**src/rtl/core/pointer_event_qualifier_macros.svh**
```systemverilog
// ----------------------------------------------------------------------------
// pointer_event_qualifier_macros.svh
// Assertion helpers for the pointer event qualifier; empty in synthesis.
// ----------------------------------------------------------------------------
// Each macro expects clk_i and rst_ni in the scope of the module using it.
`ifndef POINTER_EVENT_QUALIFIER_MACROS_SVH
`define POINTER_EVENT_QUALIFIER_MACROS_SVH

`ifndef SYNTHESIS

// Plain property, checked every cycle outside reset.
`define PEVQ_ASSERT(lbl, prop) \
  lbl: assert property (@(posedge clk_i) disable iff (!rst_ni) (prop)) \
    else $error("pevq check failed");

// Same-cycle implication.
`define PEVQ_ASSERT_SAME(lbl, ante, cons) \
  lbl: assert property (@(posedge clk_i) disable iff (!rst_ni) (ante) |-> (cons)) \
    else $error("pevq check failed");

// Next-cycle implication.
`define PEVQ_ASSERT_NEXT(lbl, ante, cons) \
  lbl: assert property (@(posedge clk_i) disable iff (!rst_ni) (ante) |=> (cons)) \
    else $error("pevq check failed");

`else

`define PEVQ_ASSERT(lbl, prop)
`define PEVQ_ASSERT_SAME(lbl, ante, cons)
`define PEVQ_ASSERT_NEXT(lbl, ante, cons)

`endif

`endif

```
**src/rtl/core/pevq_pkg.sv**
```systemverilog
// ----------------------------------------------------------------------------
// pevq_pkg
// Shared types, constants and helpers of the pointer event qualifier.
// ----------------------------------------------------------------------------
`default_nettype none

package pevq_pkg;

  localparam int unsigned POS_W        = 16;
  localparam int unsigned SCREEN_W     = 15;
  localparam int unsigned CURSOR_W     = 8;
  localparam int unsigned CFG_IDX_W    = 3;
  localparam int unsigned CFG_DATA_W   = 15;
  localparam int unsigned DISCARD_W    = 4;
  localparam int unsigned NUM_BTN      = 3;
  // one move slot plus one slot per button
  localparam int unsigned NUM_SLOTS    = 4;
  localparam int unsigned SLOT_IDX_W   = 2;

  localparam int unsigned DISCARD_EVENTS_DEF = 8;

  localparam logic [SCREEN_W-1:0] SCREEN_WIDTH_RST  = 15'd1024;
  localparam logic [SCREEN_W-1:0] SCREEN_HEIGHT_RST = 15'd768;
  localparam logic [CURSOR_W-1:0] CURSOR_WIDTH_RST  = 8'd16;
  localparam logic [CURSOR_W-1:0] CURSOR_HEIGHT_RST = 8'd16;

  // button bit positions in the held mask, also the service order
  localparam logic [1:0] BTN_CENTER = 2'd0;
  localparam logic [1:0] BTN_RIGHT  = 2'd1;
  localparam logic [1:0] BTN_LEFT   = 2'd2;

  typedef enum logic [CFG_IDX_W-1:0] {
    CFG_IGNORE_POINTER = 3'd0,
    CFG_SCREEN_WIDTH   = 3'd1,
    CFG_SCREEN_HEIGHT  = 3'd2,
    CFG_CURSOR_WIDTH   = 3'd3,
    CFG_CURSOR_HEIGHT  = 3'd4
  } cfg_reg_e;

  typedef enum logic [3:0] {
    EV_MOVE        = 4'd0,
    EV_CENTER_DOWN = 4'd1,
    EV_CENTER_DRAG = 4'd2,
    EV_CENTER_UP   = 4'd3,
    EV_RIGHT_DOWN  = 4'd4,
    EV_RIGHT_DRAG  = 4'd5,
    EV_RIGHT_UP    = 4'd6,
    EV_LEFT_DOWN   = 4'd7,
    EV_LEFT_DRAG   = 4'd8,
    EV_LEFT_UP     = 4'd9
  } event_kind_e;

  typedef enum logic [1:0] {
    ACT_DOWN = 2'd0,
    ACT_DRAG = 2'd1,
    ACT_UP   = 2'd2
  } btn_act_e;

  typedef struct packed {
    logic                ignore_pointer;
    logic [SCREEN_W-1:0] screen_width;
    logic [SCREEN_W-1:0] screen_height;
    logic [CURSOR_W-1:0] cursor_width;
    logic [CURSOR_W-1:0] cursor_height;
  } cfg_t;

  typedef struct packed {
    logic signed [POS_W-1:0] pos_x;
    logic signed [POS_W-1:0] pos_y;
    logic signed [POS_W-1:0] pos_z;
    logic                    button_left;
    logic                    button_right;
    logic                    button_center;
  } report_t;

  typedef struct packed {
    logic signed [POS_W-1:0] x;
    logic signed [POS_W-1:0] y;
    logic signed [POS_W-1:0] z;
  } point_t;

  typedef struct packed {
    event_kind_e kind;
    point_t      anchor;
  } result_t;

  // all results of one report; slot 0 is the move, slots 1..3 the buttons
  typedef struct packed {
    logic [NUM_SLOTS-1:0]  mask;
    point_t                cursor;
    result_t [NUM_SLOTS-1:0] slot;
  } batch_t;

  function automatic event_kind_e button_kind(logic [1:0] btn, btn_act_e act);
    event_kind_e k;
    k = EV_MOVE;
    case (btn)
      BTN_CENTER: begin
        case (act)
          ACT_DOWN: k = EV_CENTER_DOWN;
          ACT_DRAG: k = EV_CENTER_DRAG;
          default:  k = EV_CENTER_UP;
        endcase
      end
      BTN_RIGHT: begin
        case (act)
          ACT_DOWN: k = EV_RIGHT_DOWN;
          ACT_DRAG: k = EV_RIGHT_DRAG;
          default:  k = EV_RIGHT_UP;
        endcase
      end
      default: begin
        case (act)
          ACT_DOWN: k = EV_LEFT_DOWN;
          ACT_DRAG: k = EV_LEFT_DRAG;
          default:  k = EV_LEFT_UP;
        endcase
      end
    endcase
    return k;
  endfunction

endpackage

`default_nettype wire

```
**src/rtl/core/pevq_cfg_regs.sv**
```systemverilog
// ----------------------------------------------------------------------------
// pevq_cfg_regs
// Configuration register file, written through a valid/ready request port.
// ----------------------------------------------------------------------------
`default_nettype none

module pevq_cfg_regs (
  input  wire logic                                 clk_i,
  input  wire logic                                 rst_ni,
  input  wire logic                                 cfg_valid_i,
  output      logic                                 cfg_ready_o,
  input  wire logic [pevq_pkg::CFG_IDX_W-1:0]       cfg_index_i,
  input  wire logic [pevq_pkg::CFG_DATA_W-1:0]      cfg_data_i,
  output      pevq_pkg::cfg_t                       cfg_o
);

  pevq_pkg::cfg_t cfg_q;

  assign cfg_ready_o = 1'b1;
  assign cfg_o       = cfg_q;

  always_ff @(posedge clk_i or negedge rst_ni) begin
    if (!rst_ni) begin
      cfg_q.ignore_pointer <= 1'b0;
      cfg_q.screen_width   <= pevq_pkg::SCREEN_WIDTH_RST;
      cfg_q.screen_height  <= pevq_pkg::SCREEN_HEIGHT_RST;
      cfg_q.cursor_width   <= pevq_pkg::CURSOR_WIDTH_RST;
      cfg_q.cursor_height  <= pevq_pkg::CURSOR_HEIGHT_RST;
    end else if (cfg_valid_i) begin
      case (pevq_pkg::cfg_reg_e'(cfg_index_i))
        pevq_pkg::CFG_IGNORE_POINTER: cfg_q.ignore_pointer <= cfg_data_i[0];
        pevq_pkg::CFG_SCREEN_WIDTH:   cfg_q.screen_width   <= cfg_data_i;
        pevq_pkg::CFG_SCREEN_HEIGHT:  cfg_q.screen_height  <= cfg_data_i;
        pevq_pkg::CFG_CURSOR_WIDTH:   cfg_q.cursor_width   <= cfg_data_i[7:0];
        pevq_pkg::CFG_CURSOR_HEIGHT:  cfg_q.cursor_height  <= cfg_data_i[7:0];
        default: ; // unmapped index, dropped
      endcase
    end
  end

endmodule

`default_nettype wire

```
**src/rtl/core/pevq_engine.sv**
```systemverilog
// ----------------------------------------------------------------------------
// pevq_engine
// Input register plus the cursor / button state; resolves one report per
// cycle, while the result queue is free, into a batch of up to four results.
// ----------------------------------------------------------------------------
`default_nettype none

`include "pointer_event_qualifier_macros.svh"

module pevq_engine #(
  parameter int unsigned DISCARD_EVENTS = pevq_pkg::DISCARD_EVENTS_DEF
) (
  input  wire logic              clk_i,
  input  wire logic              rst_ni,
  input  wire pevq_pkg::cfg_t    cfg_i,
  input  wire logic              in_valid_i,
  output      logic              in_ready_o,
  input  wire pevq_pkg::report_t req_i,
  input  wire logic              free_i,
  output      logic              load_o,
  output      pevq_pkg::batch_t  batch_o
);

  localparam int unsigned DiscardW = pevq_pkg::DISCARD_W;
  localparam int unsigned PosW     = pevq_pkg::POS_W;

  logic                        in_valid_q;
  pevq_pkg::report_t           req_q;
  logic signed [PosW-1:0]      cur_x_q, cur_y_q, cur_z_q;
  pevq_pkg::point_t            anchor_q;
  logic [pevq_pkg::NUM_BTN-1:0] held_q;
  logic [DiscardW-1:0]         discard_q;

  logic                        fire;
  logic                        commit;
  logic                        moved;
  logic                        window;
  logic [pevq_pkg::NUM_BTN-1:0] btn;
  logic [pevq_pkg::NUM_BTN-1:0] held_d;
  logic [DiscardW-1:0]         discard_d;
  pevq_pkg::point_t            cur_d;
  pevq_pkg::point_t            anchor_d;
  pevq_pkg::btn_act_e          act;

  // Low bound first, then the high bound; a negative high bound wins.
  function automatic logic signed [PosW-1:0] clamp_axis(
    logic signed [PosW-1:0]           v,
    logic [pevq_pkg::SCREEN_W-1:0]    scr,
    logic [pevq_pkg::CURSOR_W-1:0]    cur
  );
    logic signed [PosW:0] hi;
    logic signed [PosW:0] vx;
    hi = $signed({2'b00, scr}) - $signed({9'b0, cur}) - 17'sd1;
    vx = {v[PosW-1], v};
    if (vx < 17'sd0) vx = 17'sd0;
    if (vx > hi)     vx = hi;
    return vx[PosW-1:0];
  endfunction

  assign fire       = in_valid_q && (free_i || cfg_i.ignore_pointer);
  assign commit     = fire && !cfg_i.ignore_pointer;
  assign in_ready_o = !in_valid_q || fire;
  assign load_o     = commit && (batch_o.mask != '0);

  always_comb begin
    btn    = {req_q.button_left, req_q.button_right, req_q.button_center};
    moved  = (cur_x_q != req_q.pos_x) || (cur_y_q != req_q.pos_y);
    window = (discard_q != '0);

    cur_d.x = moved ? clamp_axis(req_q.pos_x, cfg_i.screen_width, cfg_i.cursor_width)
                    : cur_x_q;
    cur_d.y = moved ? clamp_axis(req_q.pos_y, cfg_i.screen_height, cfg_i.cursor_height)
                    : cur_y_q;
    cur_d.z = moved ? req_q.pos_z : cur_z_q;

    batch_o.cursor              = cur_d;
    batch_o.mask[0]             = moved;
    batch_o.slot[0].kind        = pevq_pkg::EV_MOVE;
    batch_o.slot[0].anchor      = anchor_q;

    // buttons in service order; each press moves the anchor seen by later slots
    anchor_d = anchor_q;
    for (int i = 0; i < pevq_pkg::NUM_BTN; i++) begin
      if (btn[i] && !held_q[i]) begin
        act = pevq_pkg::ACT_DOWN;
        // presses inside the discard window leave the anchor alone
        if (!window) begin
          anchor_d.x = cur_d.x;
          anchor_d.y = cur_d.y;
          anchor_d.z = req_q.pos_z;
        end
      end else if (btn[i]) begin
        act = pevq_pkg::ACT_DRAG;
      end else begin
        act = pevq_pkg::ACT_UP;
      end
      batch_o.mask[i+1]        = !window && (btn[i] || held_q[i]);
      batch_o.slot[i+1].kind   = pevq_pkg::button_kind(2'(i), act);
      batch_o.slot[i+1].anchor = anchor_d;
    end

    held_d    = window ? held_q : btn;
    discard_d = window ? discard_q - 1'b1 : discard_q;
  end

  always_ff @(posedge clk_i or negedge rst_ni) begin
    if (!rst_ni) begin
      in_valid_q <= 1'b0;
    end else if (in_valid_i && in_ready_o) begin
      in_valid_q <= 1'b1;
    end else if (fire) begin
      in_valid_q <= 1'b0;
    end
  end

  always_ff @(posedge clk_i) begin
    if (in_valid_i && in_ready_o) begin
      req_q <= req_i;
    end
  end

  always_ff @(posedge clk_i or negedge rst_ni) begin
    if (!rst_ni) begin
      cur_x_q   <= '0;
      cur_y_q   <= '0;
      cur_z_q   <= '0;
      anchor_q  <= '0;
      held_q    <= '0;
      discard_q <= DiscardW'(DISCARD_EVENTS);
    end else if (commit) begin
      cur_x_q   <= cur_d.x;
      cur_y_q   <= cur_d.y;
      cur_z_q   <= cur_d.z;
      anchor_q  <= anchor_d;
      held_q    <= held_d;
      discard_q <= discard_d;
    end
  end

  // button state is frozen while the discard window is open
  `PEVQ_ASSERT_NEXT(a_held_frozen_in_window, discard_q != '0, held_q == $past(held_q))
  // the window only counts down, one report at a time
  `PEVQ_ASSERT_SAME(a_discard_steps_down, discard_q != $past(discard_q),
                    discard_q == $past(discard_q) - 1'b1)

endmodule

`default_nettype wire

```
**src/rtl/core/pevq_result_queue.sv**
```systemverilog
// ----------------------------------------------------------------------------
// pevq_result_queue
// Holds one batch of results and hands them out lowest slot first.
// ----------------------------------------------------------------------------
`default_nettype none

`include "pointer_event_qualifier_macros.svh"

module pevq_result_queue (
  input  wire logic                     clk_i,
  input  wire logic                     rst_ni,
  input  wire logic                     load_i,
  input  wire pevq_pkg::batch_t         batch_i,
  output      logic                     free_o,
  output      logic                     out_valid_o,
  input  wire logic                     out_ready_i,
  output      pevq_pkg::event_kind_e    kind_o,
  output      pevq_pkg::point_t         cursor_o,
  output      pevq_pkg::point_t         anchor_o,
  output      logic                     last_o
);

  localparam int unsigned Slots = pevq_pkg::NUM_SLOTS;

  logic [Slots-1:0]                   mask_q;
  pevq_pkg::batch_t                   batch_q;
  logic [Slots-1:0]                   sel;
  logic [pevq_pkg::SLOT_IDX_W-1:0]    idx;
  logic [Slots-1:0]                   mask_left;
  logic                               pop;

  // lowest pending slot
  assign sel = mask_q & (~mask_q + Slots'(1));

  always_comb begin
    idx = '0;
    for (int i = Slots - 1; i >= 0; i--) begin
      if (sel[i]) idx = pevq_pkg::SLOT_IDX_W'(i);
    end
  end

  assign out_valid_o = (mask_q != '0);
  assign pop         = out_valid_o && out_ready_i;
  assign mask_left   = pop ? (mask_q & ~sel) : mask_q;
  assign free_o      = (mask_left == '0);

  assign kind_o   = batch_q.slot[idx].kind;
  assign anchor_o = batch_q.slot[idx].anchor;
  assign cursor_o = batch_q.cursor;
  assign last_o   = ((mask_q & ~sel) == '0);

  always_ff @(posedge clk_i or negedge rst_ni) begin
    if (!rst_ni) begin
      mask_q <= '0;
    end else if (load_i) begin
      mask_q <= batch_i.mask;
    end else begin
      mask_q <= mask_left;
    end
  end

  always_ff @(posedge clk_i) begin
    if (load_i) begin
      batch_q <= batch_i;
    end
  end

  // a new batch never overwrites results still owed
  `PEVQ_ASSERT_SAME(a_load_only_when_free, load_i, free_o)
  // each taken request retires exactly one slot
  `PEVQ_ASSERT_NEXT(a_pop_retires_one, pop && !load_i,
                    $countones(mask_q) == $past($countones(mask_q)) - 1)

endmodule

`default_nettype wire

```
**src/rtl/core/pointer_event_qualifier.sv**
```systemverilog
// ----------------------------------------------------------------------------
// pointer_event_qualifier
// Turns raw pointer reports into move, press, drag and release results.
// ----------------------------------------------------------------------------
// Usage:
//   in_*  : one pointer report per request (position, wheel, three buttons).
//   out_* : result requests; last_of_run_o marks the final result of a report.
//   cfg_* : register writes, always ready; write only while the block is idle.
// Flow: an accepted report waits in the input register until the result queue is
//   free; it is then resolved and its results are loaded into the result queue.
// Throughput: a report holds the result queue until each of its results is
//   taken; reports producing zero or one result stream one per cycle while
//   out_ready_i is high, when the queue releases one slot per cycle and sets the rate.
// Stall: while out_ready_i is low the current result holds; one more report
//   waits in the input register and in_ready_o then drops.
// Ignored reports (ignore_pointer set) are consumed without waiting for the
//   result queue, with no results and no state change.
// Reset: cursor and anchor to zero, all buttons released, the discard window
//   reloaded to DISCARD_EVENTS reports, registers to their defaults.
// ----------------------------------------------------------------------------
`default_nettype none

module pointer_event_qualifier #(
  parameter int unsigned DISCARD_EVENTS = pevq_pkg::DISCARD_EVENTS_DEF
) (
  input  wire logic                               clk_i,
  input  wire logic                               rst_ni,
  // configuration writes
  input  wire logic                               cfg_valid_i,
  output      logic                               cfg_ready_o,
  input  wire logic [pevq_pkg::CFG_IDX_W-1:0]     cfg_index_i,
  input  wire logic [pevq_pkg::CFG_DATA_W-1:0]    cfg_data_i,
  // pointer reports
  input  wire logic                               in_valid_i,
  output      logic                               in_ready_o,
  input  wire logic signed [15:0]                 pos_x_i,
  input  wire logic signed [15:0]                 pos_y_i,
  input  wire logic signed [15:0]                 pos_z_i,
  input  wire logic                               button_left_i,
  input  wire logic                               button_right_i,
  input  wire logic                               button_center_i,
  // results
  output      logic                               out_valid_o,
  input  wire logic                               out_ready_i,
  output      logic [3:0]                         event_kind_o,
  output      logic signed [15:0]                 cursor_x_o,
  output      logic signed [15:0]                 cursor_y_o,
  output      logic signed [15:0]                 cursor_z_o,
  output      logic signed [15:0]                 anchor_x_o,
  output      logic signed [15:0]                 anchor_y_o,
  output      logic signed [15:0]                 anchor_z_o,
  output      logic                               last_of_run_o
);

  pevq_pkg::cfg_t         cfg;
  pevq_pkg::report_t      req;
  pevq_pkg::batch_t       batch;
  pevq_pkg::event_kind_e  kind;
  pevq_pkg::point_t       cursor;
  pevq_pkg::point_t       anchor;
  logic                   free;
  logic                   load;

  assign req.pos_x         = pos_x_i;
  assign req.pos_y         = pos_y_i;
  assign req.pos_z         = pos_z_i;
  assign req.button_left   = button_left_i;
  assign req.button_right  = button_right_i;
  assign req.button_center = button_center_i;

  pevq_cfg_regs u_cfg (
    .clk_i       (clk_i),
    .rst_ni      (rst_ni),
    .cfg_valid_i (cfg_valid_i),
    .cfg_ready_o (cfg_ready_o),
    .cfg_index_i (cfg_index_i),
    .cfg_data_i  (cfg_data_i),
    .cfg_o       (cfg)
  );

  // resolve state and build the result batch
  pevq_engine #(
    .DISCARD_EVENTS (DISCARD_EVENTS)
  ) u_engine (
    .clk_i      (clk_i),
    .rst_ni     (rst_ni),
    .cfg_i      (cfg),
    .in_valid_i (in_valid_i),
    .in_ready_o (in_ready_o),
    .req_i      (req),
    .free_i     (free),
    .load_o     (load),
    .batch_o    (batch)
  );

  // result register, one result per cycle while out_ready_i is high
  pevq_result_queue u_queue (
    .clk_i       (clk_i),
    .rst_ni      (rst_ni),
    .load_i      (load),
    .batch_i     (batch),
    .free_o      (free),
    .out_valid_o (out_valid_o),
    .out_ready_i (out_ready_i),
    .kind_o      (kind),
    .cursor_o    (cursor),
    .anchor_o    (anchor),
    .last_o      (last_of_run_o)
  );

  assign event_kind_o = kind;
  assign cursor_x_o   = cursor.x;
  assign cursor_y_o   = cursor.y;
  assign cursor_z_o   = cursor.z;
  assign anchor_x_o   = anchor.x;
  assign anchor_y_o   = anchor.y;
  assign anchor_z_o   = anchor.z;

endmodule

`default_nettype wire
```
**config.mk**
```make
export PLATFORM = sky130hd
export DESIGN_NAME = pointer_event_qualifier
export DESIGN_NICKNAME = d
export VERILOG_FILES = /design/src/rtl/core/pevq_pkg.sv /design/src/rtl/core/pevq_cfg_regs.sv /design/src/rtl/core/pevq_engine.sv /design/src/rtl/core/pevq_result_queue.sv /design/src/rtl/core/pointer_event_qualifier.sv
export VERILOG_INCLUDE_DIRS = /design/src /design/src/rtl/core
export SDC_FILE = /design/constraint.sdc
export NUM_CORES = 1
export LEC_CHECK = 0
export BUFFER_PORTS_ARGS = -buffer_cell sky130_fd_sc_hd__buf_2
export CAP_MARGIN = 40
export CORE_AREA = 4 4 189 228
export CTS_CLUSTER_DIAMETER = 40
export DETAILED_ROUTE_END_ITERATION = 10
export DIE_AREA = 0 0 193 232
export PLACE_DENSITY_LB_ADDON = 0.15
export SYNTH_ARGS = -nofsm -noshare
export SYNTH_HDL_FRONTEND = slang
export SYNTH_SLANG_ARGS = --single-unit
```
**constraint.sdc**
```tcl
create_clock -name clk_i -period 17.07 [get_ports clk_i]
set_clock_uncertainty 0.15 [all_clocks]
set_input_delay 2.5605 -clock clk_i [delete_from_list [all_inputs] [get_ports clk_i]]
set_output_delay 2.5605 -clock clk_i [all_outputs]
set_load 0.01 [all_outputs]
```
# Word level (Yosys, flattened, before mapping)
# Cells that the tools add are included.
[classes]
bitwise_logic = 5
order_cmp = 5
add_sub_neg = 6
n_reduce_logical = 40
n_eq_ne = 9
mux = 32
[ops]
columns = ["operator", "n"]
rows = [
  ["48-bit 2-to-1 mux", 6],
  ["52-bit binary-select mux with 2-bit select", 1],
  ["16-bit 2-to-1 mux", 5],
  ["52-bit 2-to-1 mux", 1],
  ["17-bit greater-than comparator", 2],
  ["17-bit 2-to-1 mux", 2],
  ["16-bit by 2-bit subtractor with 17-bit output, second input constant", 2],
  ["16-bit by 1-bit < comparator with 1-bit output, second input constant", 2],
  ["16-bit inequality test", 2],
  ["15-bit by 8-bit subtractor with 16-bit output", 2],
  ["2-bit 2-to-1 mux", 10],
  ["2-bit AND reduction", 7],
  ["4-bit nonzero test", 3],
  ["1-bit logical AND", 11],
  ["4-bit AND", 2],
  ["4-bit logical NOT", 2],
  ["4-bit 2-to-1 mux", 2],
  ["4-bit inverter", 2],
  ["2-bit one-hot mux with 2 select lines", 2],
  ["4-bit one-hot mux with 2 select lines", 1],
  ["2-bit by 1-bit == test with 1-bit output, second input constant", 3],
  ["3-bit by 2-bit == test with 1-bit output, second input constant", 2],
  ["1-bit logical NOT", 6],
  ["2-bit logical NOT", 3],
  ["other kinds (10)", 16],
]
[totals]
reg_bits = 458
input_bits = 74
elab_cells = 136
out_inout_bits = 104

# Depth between registers and ports, before layout
# Gate-level depths: netlist of run 1.
[depth]
depth_word = 12
ltp_mapped = 23
mapped_depth_nobuf = 22

# Modules after synthesis
# From an unflattened synthesis of run 1, not the netlist that was laid out.
[unflattened]
cells_unflattened = 2229
area_unflattened_um2 = 24437.2
[modules_own_cells]
columns = ["mod", "n_inst", "cells_per_inst", "seq_area_each_um2", "area_per_inst_um2"]
rows = [
  ["pevq_engine", 1, 1537, 4135.2, 12223.0],
  ["pevq_result_queue", 1, 586, 7787.5, 10287.4],
  ["pevq_cfg_regs", 1, 106, 1182.4, 1926.8],
]

# Least setup slack after synthesis of run 1
# Ideal clock, no wire load.
[synth_path]
path_type = "input -> register"
startpoint = "input out_ready_i"
endpoint = "register u_queue.batch_q[0] in the netlist's numbering (enable)"
cell_stages = 6
path_buffers = 1
arrival_ns = 15.824
slack_ns = 0.094
setup_time_ns = 1.002
t_required_ns = 15.918
cell_sequence = "inv_1 -> or3_1 -> o21ai_0 -> nand3b_1 -> clkbuf_1 -> a31oi_1"
[synth_via]
elab_chain_len = 7
[synth_lines]
columns = ["item", "line", "source"]
rows = [
  ["start: declaration", "pointer_event_qualifier.sv:44", "input wire logic out_ready_i,"],
  ["1-bit logical AND", "pevq_result_queue.sv:43", "assign pop = out_valid_o && out_ready_i;"],
  ["4-bit 2-to-1 mux", "pevq_result_queue.sv:44", "assign mask_left = pop ? (mask_q & ~sel) : mask_q;"],
  ["4-bit logical NOT", "pevq_result_queue.sv:45", "assign free_o = (mask_left == '0);"],
  ["1-bit logical OR", "pevq_engine.sv:60", "assign fire = in_valid_q && (free_i || cfg_i.ignore_pointer);"],
  ["1-bit logical AND", "pevq_engine.sv:60", ""],
  ["1-bit logical AND", "pevq_engine.sv:61", "assign commit = fire && !cfg_i.ignore_pointer;"],
  ["1-bit logical AND", "pevq_engine.sv:63", "assign load_o = commit && (batch_o.mask != '0);"],
  ["named net load", "pointer_event_qualifier.sv:62", "logic load;"],
  ["end signal: assignment", "pevq_result_queue.sv:64", "batch_q <= batch_i;"],
  ["end: declaration", "pevq_result_queue.sv:26", "pevq_pkg::batch_t batch_q;"],
]
# The timed path passes the listed nets, and every way through them passes these cells.
# A chain may end at the register's enable or synchronous reset.

# Worst setup path in the final report of run 1
[layout_path]
startpoint = "input out_ready_i"
endpoint = "output in_ready_o"
[layout_via]
elab_chain_len = 6
[layout_lines]
columns = ["item", "line", "source"]
rows = [
  ["1-bit logical AND", "pevq_result_queue.sv:43", ""],
  ["4-bit 2-to-1 mux", "pevq_result_queue.sv:44", ""],
  ["4-bit logical NOT", "pevq_result_queue.sv:45", ""],
  ["1-bit logical OR", "pevq_engine.sv:60", ""],
  ["1-bit logical AND", "pevq_engine.sv:60", ""],
  ["1-bit logical OR", "pevq_engine.sv:62", "assign in_ready_o = !in_valid_q || fire;"],
  ["end: declaration", "pointer_event_qualifier.sv:35", "output logic in_ready_o,"],
]
# Every way passes these cells.

==> results.toml, run 1 <==
[run_status]
status = "complete, no violations"

[cells_and_area]
nets = 2141
mostFrequentLayoutCell = "edfxtp_1"
n_antenna_cell = 0
drive_above_1_share = 0.232
final_cell_mix = "298 x edfxtp_1, 289 x nand2_1, 175 x buf_2"
final_util = 0.621
layout-area-overhead-vs-synth_pct = 13.2

[pwr]
p_comb_frac = 0.413
p_sw_frac = 0.376
max-vdd-ir-drop_v = 0.000132
power.switching_mw = 1.90
seqPwrFrac = 0.371
p_leak_nw = 10.2
p_clk_frac = 0.217
p_per_area_mw_per_mm2 = 200
power.total_mw = 5.04
p_int_mw = 3.15

[detailed_routing]
antenna_left = 0
drt-total-wl_um = 50800
avgRoutedWirePerCell_um = 19.5
via_per_inst = 5.71
vias = 14833
drt-initial-drc-count = 1249
dr.pass1.iters = 5
drc = 0

[hold_path]
hold_path_class = "reg -> reg"
hold_depth = 2
hold_path_end = "u_engine.cur_z_q[12]"
hp-start = "u_engine.cur_z_q[12]"

[global_routing]
overflow = 0
grtUsageTotal = 0.229
antenna_found_initial = 0
grt_pass1_vias = 14675
grt_pass1_wl_um = 80800
grt_max_degree = 211

[logic_synthesis]
synth-seq-area-share = 0.576
synth_compound_area_frac = 0.114
synth_top_family_by_area = "compound AO/OA/AOI/OAI gates"
muxShareOfSynthArea = 0.0938
synthFlopType = "edfxtp_1"
synth-seq-cells = 453
synthXorXnorAreaFrac = 0.0287
yosys_warnings = 0
synth_fa_ha_area_frac = 0.0293
synthArstFlopShare = 0.342
syn_avg_cell_area_um2 = 11.8
syn_area_mm2 = 0.0223
syn_nets = 2022
synth_edf_count = 298
synth_simple_gate_area_share = 0.113
synth_cell_types = 77
syn_inst = 1897

[die]
dieWidth_um = 193
start_util = 0.549
num_rows = 81
ios = 178
fp.dieH_um = 232
die_area_mm2 = 0.0448
core-area_mm2 = 0.0406

[placed_design]
gp_congestion = 0.871
portBuffers = 176
post-place-ws_ns = 10.60
place.detailed.hpwl_um = 34700

[critical_path]
crit_arrival_ns = 3.76
critPathCaptureType = "output pin"
critPathMaxFanout = 3
worstPathCellList = "buf_2 -> a21oi_1 -> nor2_1 -> a21oi_1 -> o21ai_0 -> nor3b_1 -> inv_1 -> buf_2"
required_ns = 14.36
criticalPathCategory = "in -> out"
crit-reg2reg-capture = "u_queue.batch_q[96]"
r2r_slack_ns = 10.99
reg2regPathDepth = 21
startpoint_type = "input port"
max_stage_delay_ns = 0.47
reg2reg_from = "u_cfg.cfg_o[12]"
cp_slowest_cell = "nor3b_1"

[clock_tree]
clkSlewWorstSetupHoldPaths_ns = 0.06
cts_buffers = 50
postCtsHoldBufs = 0
h-tree-depth = 2
cts_root_buffer = "clkbuf_16"
cts_tree = "yes"
clock_latency_ns = 0.58
clk_path_buf_depth = 3
cts_resized = 0
clock-sinks = 453
postCtsSetupBuffers = 0

[sta]
rsz0062_at_grt = "no"
hold_viol_final = 0
fmax_mhz = 155
finalCriticalPeriod_ns = 6.47
tightest_slew_ns = 1.15
drv_slew = 0
fin_setup_tns_ns = 0
slew-limit-headroom = 0.230
final.period_utilization = 0.379
holdWs_ns = 0.324
fin_ws_ns = 10.60
finalSetupViolCount = 0

[job]
timing.max_cap.violations = 0
==> Yosys cell counts (16+ instances only) <==
| cell | number | area (um2) |
|---|---|---|
| a21oi_1 | 119 | 596 |
| buf_4 | 51 | 383 |
| clkbuf_1 | 73 | 274 |
| dfrtp_1 | 149 | 3730 |
| edfxtp_1 | 298 | 8950 |
| ha_1 | 49 | 613 |
| inv_1 | 74 | 278 |
| mux2_2 | 87 | 980 |
| mux4_2 | 48 | 1080 |
| nand2_1 | 289 | 1080 |
| nand3_1 | 16 | 80.1 |
| nor2_1 | 109 | 409 |
| nor2b_1 | 36 | 225 |
| nor4_1 | 22 | 138 |
| o21ai_0 | 149 | 746 |
| xnor2_1 | 26 | 228 |
| xor2_1 | 47 | 412 |
==> stage by stage <==
step	std cells	area, um2
after floorplan	1897	22300
after global placement	2495	23400
after detailed placement	2503	23500
final	2597	25200
after CTS	2597	25200
after global routing	2597	25200
==> how the worst max path moves through the flow <==
stage | start | to | slack, ns | depth (start not counted)
2_1_floorplan | out_ready_i | u_queue.batch_q[0] | 0.09 | 6
3_3_place_gp | out_ready_i | in_ready_o | 10.59 | 8
3_5_place_dp | out_ready_i | in_ready_o | 10.60 | 8
4_1_cts | out_ready_i | in_ready_o | 10.60 | 8
5_1_grt | out_ready_i | in_ready_o | 10.45 | 8
6_report | out_ready_i | in_ready_o | 10.60 | 8
==> critical path: cells and delay by family <==
family,cells,cell delay (ns)
buffers and inverters,3,0.34
AO/OA/AOI/OAI,3,0.33
AND/OR/NAND/NOR,2,0.52
==> metal layers <==
layer,vias up,track usage,share of wire
li1,7076,-,-
met4,0,0.0642,0.026
met3,76,0.0323,0.057
met5,-,0,0
met2,411,0.375,0.49
met1,7270,0.322,0.43
==> state kept, by name, indices dropped and copies added (netlist names) <==
name	flops
u_engine.batch_o	48
u_engine.req_q	48
u_engine.in_valid_q	1
u_engine.cur_x_q	16
u_queue.mask_q	4
u_cfg.cfg_o	47
u_engine.btn	3
u_engine.discard_q	4
u_queue.batch_q	199
u_engine.cur_y_q	16
u_engine.held_q	3
u_queue.cursor_o	48
u_engine.cur_z_q	16
==> layout make-up <==
type | instances | area (um2)
multi-input cells | 1229 | 8530
inverters | 75 | 282
flip-flops and latches | 453 | 12800
clock inverters | 32 | 343
fillers | 3233 | 15400
repair buffers | 207 | 1230
well taps | 539 | 674
clock buffers | 62 | 1360
==> kinds of logic after synthesis <==
| logic type | Yosys count |
|---|---|
| AND/OR/NAND/NOR | 559 |
| flip-flops | 453 |
| AO/OA/AOI/OAI | 407 |
| buffers and inverters | 215 |
| multiplexers | 138 |
| XOR/XNOR | 73 |
| adder cells (fa/ha/maj) | 51 |
| other | 1 |
==> power by group through the flow <==
| stage | sequential [mW] | clock, mW | combinational [mW] |
|---|---|---|---|
| finish | 1.87 | 1.09 | 2.08 |
| global placement | 1.87 | 0 | 2.03 |
| floorplan | 1.93 | 0 | 1.49 |
| CTS | 1.87 | 1.11 | 2.10 |
| detailed placement | 1.89 | 0 | 2.09 |
| global route | 1.91 | 1.17 | 2.31 |
No activity file was read; power rests on OpenSTA's default activity.
==> run 2, diff against run 1 <==
--- a/config.mk
+++ b/config.mk
@@ -8,10 +8,10 @@
 export LEC_CHECK = 0
 export BUFFER_PORTS_ARGS = -buffer_cell sky130_fd_sc_hd__buf_2
 export CAP_MARGIN = 40
-export CORE_AREA = 4 4 189 228
+export CORE_AREA = 4 4 180 217
 export CTS_CLUSTER_DIAMETER = 40
 export DETAILED_ROUTE_END_ITERATION = 10
-export DIE_AREA = 0 0 193 232
+export DIE_AREA = 0 0 184 221
 export PLACE_DENSITY_LB_ADDON = 0.15
 export SYNTH_ARGS = -nofsm -noshare
 export SYNTH_HDL_FRONTEND = slang
==> constraint.sdc (replaced) <==
create_clock -name clk_i -period 6.1 [get_ports clk_i]
set_clock_uncertainty 0.15 [all_clocks]
set_input_delay 0.915 -clock clk_i [delete_from_list [all_inputs] [get_ports clk_i]]
set_output_delay 0.915 -clock clk_i [all_outputs]
set_load 0.01 [all_outputs]
==> results.toml, run 2 (synthesis gave the netlist of run 1 again) <==
[job]
timing.max_cap.violations = 0

[global_routing]
antenna_found_initial = 2
grtUsageTotal = 0.258
grt_pass1_vias = 15319
grt_pass1_wl_um = 83500
grt_max_degree = 93
overflow = 0

[detailed_routing]
drt-total-wl_um = 52100
dr.pass1.iters = 5
drt-initial-drc-count = 1088
via_per_inst = 5.90
avgRoutedWirePerCell_um = 20.5
drc = 0
vias = 15012
antenna_left = 0

[critical_path]
criticalPathCategory = "reg -> reg"
crit-reg2reg-capture = "u_queue.batch_q[134]"
crit_arrival_ns = 5.81
worstPathCellList = "inv_1 -> ha_1 -> inv_1 -> fa_1 -> a21o_1 -> a221oi_2 -> xnor2_1 -> a21o_1 -> nor3_1 -> nand3_1 -> xnor2_1 -> ha_1 -> nand4_1 -> nor4_1 -> a21oi_1 -> o211a_1 -> o31a_1 -> nor2_1 -> a311oi_2 -> a21oi_1"
cp_slowest_cell = "a311oi_2"
crit_buf_inv = 2
critPathCaptureType = "register"
startpoint_type = "register"
r2r_slack_ns = 0.43
required_ns = 6.24
path_delay_family = "compound AO/OA/AOI/OAI gates"
reg2regPathDepth = 20
worstSetupPathDepth = 20
critPathMaxFanout = 12
max_stage_delay_ns = 0.63
reg2reg_from = "u_cfg.cfg_o[16]"

[sta]
fin_ws_ns = 0.431
final.period_utilization = 0.929
holdWs_ns = 0.121
fmax_mhz = 176
drv_slew = 0
tightest_slew_ns = 0.843
slew-limit-headroom = 0.438
finalSetupViolCount = 0
rsz0062_at_grt = "yes"
hold_viol_final = 0
finalCriticalPeriod_ns = 5.67

[pwr]
p_per_area_mw_per_mm2 = 566
max-vdd-ir-drop_v = 0.000303
p_leak_nw = 10.2

[placed_design]
post-place-ws_ns = 0.128
place.detailed.hpwl_um = 35800
portBuffers = 176
gp_congestion = 0.873
dp_cells = 2447

[clock_tree]
clkSlewWorstSetupHoldPaths_ns = 0.06
h-tree-depth = 2
cts_tree = "yes"
clock-sinks = 453
clock_latency_ns = 0.59
clk_path_buf_depth = 3
cts_buffers = 50
cts_root_buffer = "clkbuf_16"

[run_status]
status = "complete, no violations"

[cells_and_area]
top_register = "u_queue.batch_q"
largest_reg_flops = 199
nets = 2150
layout-area-overhead-vs-synth_pct = 13.7
fin_cells = 2543
drive_above_1_share = 0.239
mostFrequentLayoutCell = "edfxtp_1"
final_cell_mix = "298 x edfxtp_1, 289 x nand2_1, 175 x buf_2"

[die]
start_util = 0.606
die_area_mm2 = 0.0407
num_rows = 77
ios = 178
fp.dieH_um = 221
core-area_mm2 = 0.0368
dieWidth_um = 184

[hold_path]
hold_path_class = "in -> async"
[run 2: cell count changes in the layout (fill, tap and decap cells not counted), sizes merged]
cell,previous run,this run
buf,207,216
bufinv,5,7
clkbuf,62,65
clkinv,20,13
clkinvlp,2,1
diode,0,2
inv,80,83
[run 2: power breakdown]
part	switching [mW]	internal, mW	leakage [nW]
logic	3.57	2.37	4.71
clock network	1.26	1.90	0.851
registers	0.565	4.67	4.69
[run 2: metrics by stage]
| step | area [um2] | util | setup TNS (ns) | power [mW] |
|---|---|---|---|---|
| 3_5_place_dp | 23500 | 0.640 | 0 | 11.2 |
| 4_1_cts | 25300 | 0.687 | 0 | 14.4 |
| 5_1_grt | 25300 | 0.689 | -0.0350 | 15.2 |
| 6_report | 25300 | 0.689 | 0 | 14.3 |
| 2_1_floorplan | 22300 | - | -125.06 | 9.34 |
| 3_3_place_gp | 23500 | 0.638 | 0 | 11.0 |
[run 2: worst max path at each step]
stage,start,endpoint,slack (ns)
3_3_place_gp,u_cfg.cfg_o[31],u_queue.batch_q[150],0.36
4_1_cts,u_cfg.cfg_o[31],u_queue.batch_q[202],0.1
3_5_place_dp,u_cfg.cfg_o[31],u_queue.batch_q[98],0.13
2_1_floorplan,out_ready_i,u_queue.batch_q[0],-0.51
5_1_grt,u_cfg.cfg_o[31],u_queue.batch_q[196],-0.01
6_report,u_cfg.cfg_o[16],u_queue.batch_q[134],0.43
[run 2: timing repair]
action / 4_1_cts / 5_1_grt
endpoints found under the setup margin: 0 / 74
setup buffers: 0 / 0
hold buffers: 0 / 0
gates resized for setup: 0 / 9
[run 2: final cells by class]
type,count,area (um2)
repair buffers,216,1280
inverters,75,289
multi-input cells,1229,8590
flip-flops and latches,453,12800
clock buffers,65,1360
diodes,2,5.00
well taps,474,593
fillers,2711,11500
clock inverters,29,390
[run 2: layer usage]
layer | vias to the layer above | share of wire | global-route usage
met5 | - | 0 | 0
met4 | 0 | 0.039 | 0.0957
met3 | 124 | 0.052 | 0.0350
met2 | 456 | 0.49 | 0.426
met1 | 7326 | 0.42 | 0.352
li1 | 7106 | - | -
